===== src/rtl/core/event_trace_ring_log_defines.svh =====
// Assertion macros for the trace ring log.
// Used by event_trace_ring_log; expects clk and arst_n in scope.
`ifndef EVENT_TRACE_RING_LOG_DEFINES_SVH
`define EVENT_TRACE_RING_LOG_DEFINES_SVH

// same-cycle implication
`define ETRL_ASSERT_NOW(lbl, ante, cons, msg) \
	lbl: assert property (@(posedge clk) disable iff (!arst_n) (ante) |-> (cons)) \
		else $error(msg);

// next-cycle implication
`define ETRL_ASSERT_NEXT(lbl, ante, cons, msg) \
	lbl: assert property (@(posedge clk) disable iff (!arst_n) (ante) |=> (cons)) \
		else $error(msg);

`endif


===== src/rtl/core/etrl_pkg.sv =====
// Types and codes for the trace ring log.
// No dependencies; imported by every module of the block.
package etrl_pkg;

	localparam logic [2:0] CMD_TIMER    = 3'd0;
	localparam logic [2:0] CMD_UART     = 3'd1;
	localparam logic [2:0] CMD_DISK     = 3'd2;
	localparam logic [2:0] CMD_WRITE    = 3'd3;
	localparam logic [2:0] CMD_TRUNCATE = 3'd4;
	localparam logic [2:0] CMD_CREATE   = 3'd5;
	localparam logic [2:0] CMD_UNLINK   = 3'd6;
	localparam logic [2:0] CMD_READ     = 3'd7;

	localparam logic [1:0] KIND_ACK   = 2'd0;
	localparam logic [1:0] KIND_ENTRY = 2'd1;
	localparam logic [1:0] KIND_EMPTY = 2'd2;

	typedef struct packed {
		logic [2:0]         cmd;
		logic [31:0]        tick_stamp;
		logic signed [31:0] proc_id;
		logic               inode_present;
		logic [15:0]        inode_number;
		logic [31:0]        file_offset;
		logic signed [31:0] byte_count;
		logic               append_flag;
		logic signed [31:0] read_limit;
	} evt_t;

	typedef struct packed {
		logic [1:0]         result_kind;
		logic [31:0]        entry_tick;
		logic signed [31:0] entry_proc;
		logic [15:0]        entry_inode;
		logic [31:0]        entry_offset;
		logic [30:0]        entry_bytes;
		logic               entry_append;
		logic               last_of_run;
		logic [31:0]        timer_total;
		logic [31:0]        uart_total;
		logic [31:0]        disk_total;
	} rsp_t;

	typedef struct packed {
		logic [31:0]        tick;
		logic signed [31:0] proc_id;
		logic [15:0]        inode;
		logic [31:0]        offset;
		logic [30:0]        bytes;
		logic               append;
	} entry_t;

endpackage


===== src/rtl/core/etrl_mem.sv =====
// Log entry store: one write port, one read port, registered read data.
// Depends on etrl_pkg for the entry type.
module etrl_mem import etrl_pkg::*; #(
	parameter int LOG_DEPTH = 16,
	localparam int PW = $clog2(LOG_DEPTH)
) (
	input  logic          clk,
	input  logic          wr_en,
	input  logic [PW-1:0] wr_addr,
	input  entry_t        wr_data,
	input  logic          rd_en,
	input  logic [PW-1:0] rd_addr,
	output entry_t        rd_data
);

	entry_t mem [LOG_DEPTH];
	entry_t rd_data_q;

	always_ff @(posedge clk) begin
		if (wr_en) begin
			mem[wr_addr] <= wr_data;
		end
	end

	// read data holds until the next read
	always_ff @(posedge clk) begin
		if (rd_en) begin
			rd_data_q <= mem[rd_addr];
		end
	end

	assign rd_data = rd_data_q;

endmodule


===== src/rtl/core/etrl_ctrl.sv =====
// Sequencer: pointers, fill level, interrupt counters and the drain loop.
// Depends on etrl_pkg; drives the ports of etrl_mem.
module etrl_ctrl import etrl_pkg::*; #(
	parameter int LOG_DEPTH = 16,
	localparam int PW = $clog2(LOG_DEPTH),
	localparam int FW = $clog2(LOG_DEPTH + 1)
) (
	input  logic          clk,
	input  logic          arst_n,
	input  logic          accept,
	input  evt_t          evt,
	input  logic          out_free,
	output logic          busy,
	output logic          ld,
	output rsp_t          rsp_d,
	output logic          wr_en,
	output logic [PW-1:0] wr_addr,
	output entry_t        wr_data,
	output logic          rd_en,
	output logic [PW-1:0] rd_addr,
	input  entry_t        rd_data
);

	localparam logic ST_IDLE  = 1'b0;
	localparam logic ST_DRAIN = 1'b1;

	logic          state_q, state_d;
	logic [PW-1:0] wr_ptr_q, wr_ptr_d;
	logic [PW-1:0] rd_ptr_q, rd_ptr_d;
	logic [FW-1:0] fill_q, fill_d;
	logic [FW-1:0] remain_q, remain_d;
	logic [31:0]   timer_q, timer_d;
	logic [31:0]   uart_q, uart_d;
	logic [31:0]   disk_q, disk_d;
	logic [FW-1:0] lim;
	logic [FW-1:0] take;
	logic          is_write;

	function automatic logic [PW-1:0] ptr_inc(input logic [PW-1:0] p);
		logic [PW-1:0] r;
		if (p == PW'(LOG_DEPTH - 1)) begin
			r = '0;
		end else begin
			r = p + 1'b1;
		end
		return r;
	endfunction

	always_comb begin
		if (evt.read_limit[31]) begin
			lim = '0;
		end else if (evt.read_limit[30:0] >= 31'(LOG_DEPTH)) begin
			lim = FW'(LOG_DEPTH);
		end else begin
			lim = evt.read_limit[FW-1:0];
		end
		take = (lim < fill_q) ? lim : fill_q;
	end

	assign is_write = (evt.cmd == CMD_WRITE);

	always_comb begin
		wr_data.tick    = evt.tick_stamp;
		wr_data.proc_id = evt.proc_id;
		wr_data.inode   = evt.inode_number;
		wr_data.offset  = is_write ? evt.file_offset : 32'd0;
		wr_data.bytes   = (is_write && !evt.byte_count[31]) ? evt.byte_count[30:0] : 31'd0;
		wr_data.append  = is_write & evt.append_flag;
	end

	assign wr_addr = wr_ptr_q;
	assign busy    = (state_q != ST_IDLE);

	always_comb begin
		state_d  = state_q;
		wr_ptr_d = wr_ptr_q;
		rd_ptr_d = rd_ptr_q;
		fill_d   = fill_q;
		remain_d = remain_q;
		timer_d  = timer_q;
		uart_d   = uart_q;
		disk_d   = disk_q;
		ld       = 1'b0;
		wr_en    = 1'b0;
		rd_en    = 1'b0;
		rd_addr  = rd_ptr_q;
		rsp_d    = '0;
		case (state_q)
			ST_IDLE: begin
				if (accept) begin
					ld = 1'b1;
					rsp_d.result_kind = KIND_ACK;
					rsp_d.last_of_run = 1'b1;
					case (evt.cmd)
						CMD_TIMER: timer_d = timer_q + 32'd1;
						CMD_UART:  uart_d  = uart_q + 32'd1;
						CMD_DISK:  disk_d  = disk_q + 32'd1;
						CMD_WRITE, CMD_TRUNCATE, CMD_CREATE, CMD_UNLINK: begin
							if (evt.inode_present) begin
								wr_en    = 1'b1;
								wr_ptr_d = ptr_inc(wr_ptr_q);
								if (fill_q < FW'(LOG_DEPTH)) begin
									fill_d = fill_q + 1'b1;
								end else begin
									rd_ptr_d = ptr_inc(rd_ptr_q);
								end
							end
						end
						CMD_READ: begin
							if (take == '0) begin
								rsp_d.result_kind = KIND_EMPTY;
							end else begin
								ld       = 1'b0;
								rd_en    = 1'b1;
								remain_d = take;
								state_d  = ST_DRAIN;
							end
						end
						default: ;
					endcase
				end
			end
			ST_DRAIN: begin
				// read data for rd_ptr_q is in rd_data; next read issued as it leaves
				if (out_free) begin
					ld = 1'b1;
					rsp_d.result_kind  = KIND_ENTRY;
					rsp_d.entry_tick   = rd_data.tick;
					rsp_d.entry_proc   = rd_data.proc_id;
					rsp_d.entry_inode  = rd_data.inode;
					rsp_d.entry_offset = rd_data.offset;
					rsp_d.entry_bytes  = rd_data.bytes;
					rsp_d.entry_append = rd_data.append;
					rsp_d.last_of_run  = (remain_q == FW'(1));
					rd_ptr_d = ptr_inc(rd_ptr_q);
					fill_d   = fill_q - 1'b1;
					remain_d = remain_q - 1'b1;
					if (remain_q == FW'(1)) begin
						state_d = ST_IDLE;
					end else begin
						rd_en   = 1'b1;
						rd_addr = ptr_inc(rd_ptr_q);
					end
				end
			end
			default: state_d = ST_IDLE;
		endcase
		rsp_d.timer_total = timer_d;
		rsp_d.uart_total  = uart_d;
		rsp_d.disk_total  = disk_d;
	end

	always_ff @(posedge clk or negedge arst_n) begin
		if (!arst_n) begin
			state_q  <= ST_IDLE;
			wr_ptr_q <= '0;
			rd_ptr_q <= '0;
			fill_q   <= '0;
			remain_q <= '0;
			timer_q  <= '0;
			uart_q   <= '0;
			disk_q   <= '0;
		end else begin
			state_q  <= state_d;
			wr_ptr_q <= wr_ptr_d;
			rd_ptr_q <= rd_ptr_d;
			fill_q   <= fill_d;
			remain_q <= remain_d;
			timer_q  <= timer_d;
			uart_q   <= uart_d;
			disk_q   <= disk_d;
		end
	end

endmodule


===== src/rtl/core/event_trace_ring_log.sv =====
// Trace ring log top level: event channel in, result channel out.
// Depends on etrl_pkg, etrl_ctrl, etrl_mem and event_trace_ring_log_defines.svh.
//
// Usage: one event word on evt per handshake (evt_valid high, evt_stall low).
// Interrupt, write, truncate, create and unlink words give one acknowledge
// word on rsp in the cycle after acceptance; they are taken one per cycle
// while the result side keeps up.
// A read word drains min(limit, LOG_DEPTH, fill) entries oldest first: the
// first entry word passes the read register of the entry store and then the
// output register, and later words follow one per cycle while the result
// side keeps up. last_of_run marks the final word of a run. A read with
// nothing to drain gives one empty word. No new event is taken until a drain
// finishes. Results leave through an output register; while rsp_stall is high
// the word there holds and evt_stall is high with it.
// Reset (arst_n low) clears pointers, fill level and the three counters;
// the entry store itself is not cleared, and unwritten entries are never read.
`include "event_trace_ring_log_defines.svh"

module event_trace_ring_log import etrl_pkg::*; #(
	parameter int LOG_DEPTH = 16
) (
	input  logic clk,
	input  logic arst_n,
	input  logic evt_valid,
	output logic evt_stall,
	input  evt_t evt,
	output logic rsp_valid,
	input  logic rsp_stall,
	output rsp_t rsp
);

	localparam int PW = $clog2(LOG_DEPTH);

	logic          accept;
	logic          out_free;
	logic          busy;
	logic          ld;
	rsp_t          rsp_d;
	logic          wr_en;
	logic [PW-1:0] wr_addr;
	entry_t        wr_data;
	logic          rd_en;
	logic [PW-1:0] rd_addr;
	entry_t        rd_data;
	logic          rsp_valid_q;
	rsp_t          rsp_q;

	assign out_free  = !rsp_valid_q || !rsp_stall;
	assign evt_stall = busy || !out_free;
	assign accept    = evt_valid && !evt_stall;

	etrl_ctrl #(.LOG_DEPTH(LOG_DEPTH)) u_ctrl (
		.clk      (clk),
		.arst_n   (arst_n),
		.accept   (accept),
		.evt      (evt),
		.out_free (out_free),
		.busy     (busy),
		.ld       (ld),
		.rsp_d    (rsp_d),
		.wr_en    (wr_en),
		.wr_addr  (wr_addr),
		.wr_data  (wr_data),
		.rd_en    (rd_en),
		.rd_addr  (rd_addr),
		.rd_data  (rd_data)
	);

	etrl_mem #(.LOG_DEPTH(LOG_DEPTH)) u_mem (
		.clk     (clk),
		.wr_en   (wr_en),
		.wr_addr (wr_addr),
		.wr_data (wr_data),
		.rd_en   (rd_en),
		.rd_addr (rd_addr),
		.rd_data (rd_data)
	);

	always_ff @(posedge clk or negedge arst_n) begin
		if (!arst_n) begin
			rsp_valid_q <= 1'b0;
		end else if (ld) begin
			rsp_valid_q <= 1'b1;
		end else if (!rsp_stall) begin
			rsp_valid_q <= 1'b0;
		end
	end

	always_ff @(posedge clk) begin
		if (ld) begin
			rsp_q <= rsp_d;
		end
	end

	assign rsp_valid = rsp_valid_q;
	assign rsp       = rsp_q;

	`ETRL_ASSERT_NOW(a_no_load_over_held, rsp_valid && rsp_stall, !ld, "result word overwritten while stalled")
	`ETRL_ASSERT_NEXT(a_ack_follows, accept && evt.cmd != CMD_READ, rsp_valid && rsp.last_of_run, "no single result after non-read word")
	`ETRL_ASSERT_NEXT(a_drain_ends, ld && rsp_d.result_kind == KIND_ENTRY && rsp_d.last_of_run, !busy, "drain still running after last entry")

endmodule


===== config.mk =====
export PLATFORM = sky130hd
export DESIGN_NAME = event_trace_ring_log
export DESIGN_NICKNAME = d
export VERILOG_FILES = /design/src/rtl/core/etrl_pkg.sv /design/src/rtl/core/etrl_mem.sv /design/src/rtl/core/etrl_ctrl.sv /design/src/rtl/core/event_trace_ring_log.sv
export VERILOG_INCLUDE_DIRS = /design/src /design/src/rtl/core
export SDC_FILE = /design/constraint.sdc
export NUM_CORES = 2
export LEC_CHECK = 0
export BUFFER_PORTS_ARGS = -buffer_cell sky130_fd_sc_hd__buf_2
export CAP_MARGIN = 20
export CORE_MARGIN = 2
export CORE_UTILIZATION = 60
export DETAILED_ROUTE_END_ITERATION = 7
export PLACE_DENSITY_LB_ADDON = 0.2
export RECOVER_POWER = 25
export SYNTH_ARGS = -nofsm -noshare
export SYNTH_HDL_FRONTEND = slang
export SYNTH_SLANG_ARGS = --single-unit

===== constraint.sdc =====
create_clock -name clk -period 15.4 [get_ports clk]
set_clock_uncertainty 0.15 [all_clocks]
set_input_delay 0.77 -clock clk [delete_from_list [all_inputs] [get_ports clk]]
set_output_delay 0.77 -clock clk [all_outputs]
set_load 0.02 [all_outputs]

==> flow_metrics.tcl <==
set metrics [dict create \
    outcome "finished, violations left" \
    failed_checks "max-capacitance violations, max-slew violations" \
    cts.sinks 2807 \
    finalPower_mw 22.27 \
    critPathArrivalTime_ns 6.81 \
    cp_slowest_cell "buf_4" \
    layout.nets 5732 \
    required_ns 15.79 \
    critPathKind "primary input to flip-flop" \
    hold_class "primary input to flip-flop" \
    p_sw_mw 6.528 \
    avgSynthCellArea_um2 21.32 \
    via_count 52382 \
    cp_common_cell "buf_4" \
    std_cell_rows 154 \
    viasPerCell 6.489 \
    grt_overflow 0 \
    cap_viol_max_count 2 \
    cts_setup_buffers 0 \
    combPwrFrac_pct 27.8 \
    die_w_um 423.7 \
    worst-r2r-cell-count 9 \
    setup_viol 0 \
    slew_headroom_pct -86.95 \
    final_cell_mix "edfxtp_1 (2691), mux4_2 (540), buf_2 (347)" \
    peakVddDrop_v 0.0002513 \
    synth_flop_cell "edfxtp_1" \
    grt_pass1_vias 52794 \
    max_freq_mhz 155.9 \
    wl_um 248200 \
    ios 430 \
    seq_area_frac_synth_pct 79.20 \
    pwr-share-seq_pct 42.3 \
    clk_path_buf_depth 4 \
    drv_slew 81 \
    track_usage_pct 27.86 \
    multiInputGateArea_um2 20800 \
    clockRootBuffer "clkbuf_16" \
    grt_max_degree 159 \
    synth_cells 4958 \
    period_share_pct 41.66 \
    drive_above_1_share_pct 24.49 \
    worst_slew_pin_slew_ns 2.804 \
    grt_pass1_wl_um 359800 \
    mostFrequentLayoutCell "edfxtp_1" \
    synth-edff-count 2691 \
    numCtsBuffers 290 \
    fin_crit_ns 6.416 \
    wire_per_inst_um 30.74 \
    p_int_mw 15.75 \
    pwr-share-clk_pct 29.9 \
    synth_seq_cells 2807 \
    initialDrtViolationCount 6907 \
    area_growth_pct 12.88 \
    syn_area_um2 105700 \
    swShare_pct 29.31 \
    die_area_um2 179500 \
    drcViolationCount 0 \
    fin_setup_tns_ns 0 \
    p_per_area_nw_per_um2 186.7 \
    place_inst 7572 \
    p_leak_nw 39.76 \
    cts_max_level 5 \
    synth_cell_type_count 73 \
    antenna_found_initial 32 \
    syn_nets 5163 \
    endpoint_kind "flip-flop" \
    cts.clk_slew.worst_paths_ns 0.06 \
    initial_core_util_pct 60.21 \
    grt_setup_unrepaired "no" \
    slowest_delay_ns 0.80 \
    insertion_delay_ns 0.92 \
    n_fill_cell 10805 \
    yosysWarnings 0 \
    place_congestion 0.7947 \
    cts_hold_buffers 2 \
    worstPathMaxFanout 65 \
    critPathLaunchType "primary input" \
    cts.repair.resized 0 \
    ant_nets 0 \
    synthArstFlopShare_pct 4.133 \
    io_buffers 429 \
    seqCellArea_um2 83710 \
    core_area_um2 175500 \
    finalNonFillerCells 8073 \
    hold_depth 1 \
    hold_violations 0 \
    die_h_um 423.7 \
    dpl.hpwl_um 123900 \
    firstDrtPassIters 6 \
    cts_tree "done" \
    crit_path_cell_trace "buf_2 > nor4_1 > and4_1 > a31oi_1 > ha_1 > nor2_1 > a2111oi_1 > nand3_1 > a32o_1 > nand2_1 > a31o_4 > buf_4 > buf_4 > buf_4" \
]
## layer usage
metal,vias up,global-route usage [%],share of wire [%]
li1,21577,-,-
met1,27500,39.58,39
met2,2861,44.78,49
met3,426,5.000,9.0
met4,18,8.938,2.8
met5,-,0,0.047
## kinds of logic after synthesis
group / synth area share, %
AO/OA/AOI/OAI: 2.915
XOR/XNOR: 0.8204
adder cells (fa/ha/maj): 0.2439
buffers and inverters: 1.250
flip-flops: 79.20
multiplexers: 11.62
AND/OR/NAND/NOR: 3.947
## synthesized netlist by cell type, drive strengths merged, types with 5 or more instances
| library cell | number | share of area [%] |
|---|---|---|
| edfxtp | 2691 | 76 |
| mux4 | 540 | 12 |
| a22oi | 252 | 1.8 |
| and2 | 227 | 1.3 |
| nand2 | 193 | 0.69 |
| clkbuf | 128 | 0.46 |
| buf | 118 | 0.71 |
| dfrtp | 116 | 2.7 |
| nand3 | 116 | 0.55 |
| o21ai | 112 | 0.53 |
| and3 | 108 | 0.64 |
| xnor2 | 69 | 0.57 |
| nor2 | 43 | 0.19 |
| xor2 | 30 | 0.25 |
| nand4 | 25 | 0.15 |
| inv | 24 | 0.085 |
| ha | 19 | 0.22 |
| nor3 | 18 | 0.085 |
| nor4 | 15 | 0.095 |
| o22a | 15 | 0.12 |
| a21oi | 12 | 0.060 |
| and4 | 10 | 0.083 |
| a31oi | 9 | 0.059 |
| mux2 | 7 | 0.078 |
| a21o | 6 | 0.043 |
| a311o | 6 | 0.057 |
| nor2b | 5 | 0.030 |
## worst paths after layout
check                                   from            endpoint  slack, ns
setup / recovery                      evt[5]            rsp[163]       8.98
hold / removal                      evt[148]   u_mem.mem[1][114]       0.19
setup reg to reg                 u_ctrl.busy    u_mem.rd_data[5]       9.26
hold reg to reg            u_ctrl.disk_q[31]   u_ctrl.disk_q[31]       0.32
max in group asynchronous             arst_n  u_ctrl.timer_q[31]      12.09
min in group asynchronous             arst_n   u_ctrl.uart_q[22]       1.01
## state kept, by name, summed over array words and instances, names as in the netlist
| name | count |
|---|---|
| rsp | 243 |
| u_ctrl.rd_ptr_q | 4 |
| u_ctrl.disk_q | 32 |
| u_ctrl.remain_q | 5 |
| rsp_valid | 1 |
| u_ctrl.wr_addr | 4 |
| u_mem.rd_data | 144 |
| u_ctrl.busy | 1 |
| u_mem.mem | 2304 |
| u_ctrl.uart_q | 32 |
| u_ctrl.timer_q | 32 |
| u_ctrl.fill_q | 5 |
## power groups by stage
stage | registers (mW) | clock network, mW | logic, mW
floorplan | 9.82 | 0 | 4.35
global placement | 9.57 | 0 | 6.15
detailed placement | 9.57 | 0 | 6.22
CTS | 9.42 | 6.75 | 6.26
global route | 9.46 | 7.04 | 6.66
finish | 9.42 | 6.66 | 6.20
## metrics by stage
| stage | utilization (%) | cell area (µm²) | worst slack [ns] | hold WS (ns) |
|---|---|---|---|---|
| floorplan | - | 105700 | 1.609 | 0.2893 |
| global placement | 62.92 | 110400 | 8.347 | 0.3096 |
| detailed placement | 62.92 | 110400 | 8.062 | 0.3110 |
| CTS | 68.00 | 119400 | 8.834 | 0.001946 |
| global route | 67.96 | 119300 | 8.514 | 0.2055 |
| finish | 67.97 | 119300 | 8.984 | 0.1922 |
## cell type report
cell class	instances	share of cell area (%)
flip-flops and latches	2807	70.16
multi-input cells	1881	17.43
clock buffers	348	6.406
well taps	2340	2.454
repair buffers	523	2.386
clock inverters	138	1.053
inverters	24	0.07970
diodes	12	0.02517
## critical path, delay by kind of cell
family / cells / cell delay [ns]
AOI/OAI and AO/OA: 4 / 2.05
adders and majority gates: 1 / 0.34
buffers and inverters: 4 / 2.23
and+or+nand+nor: 5 / 1.24
Power figures use the tool's default switching activity.
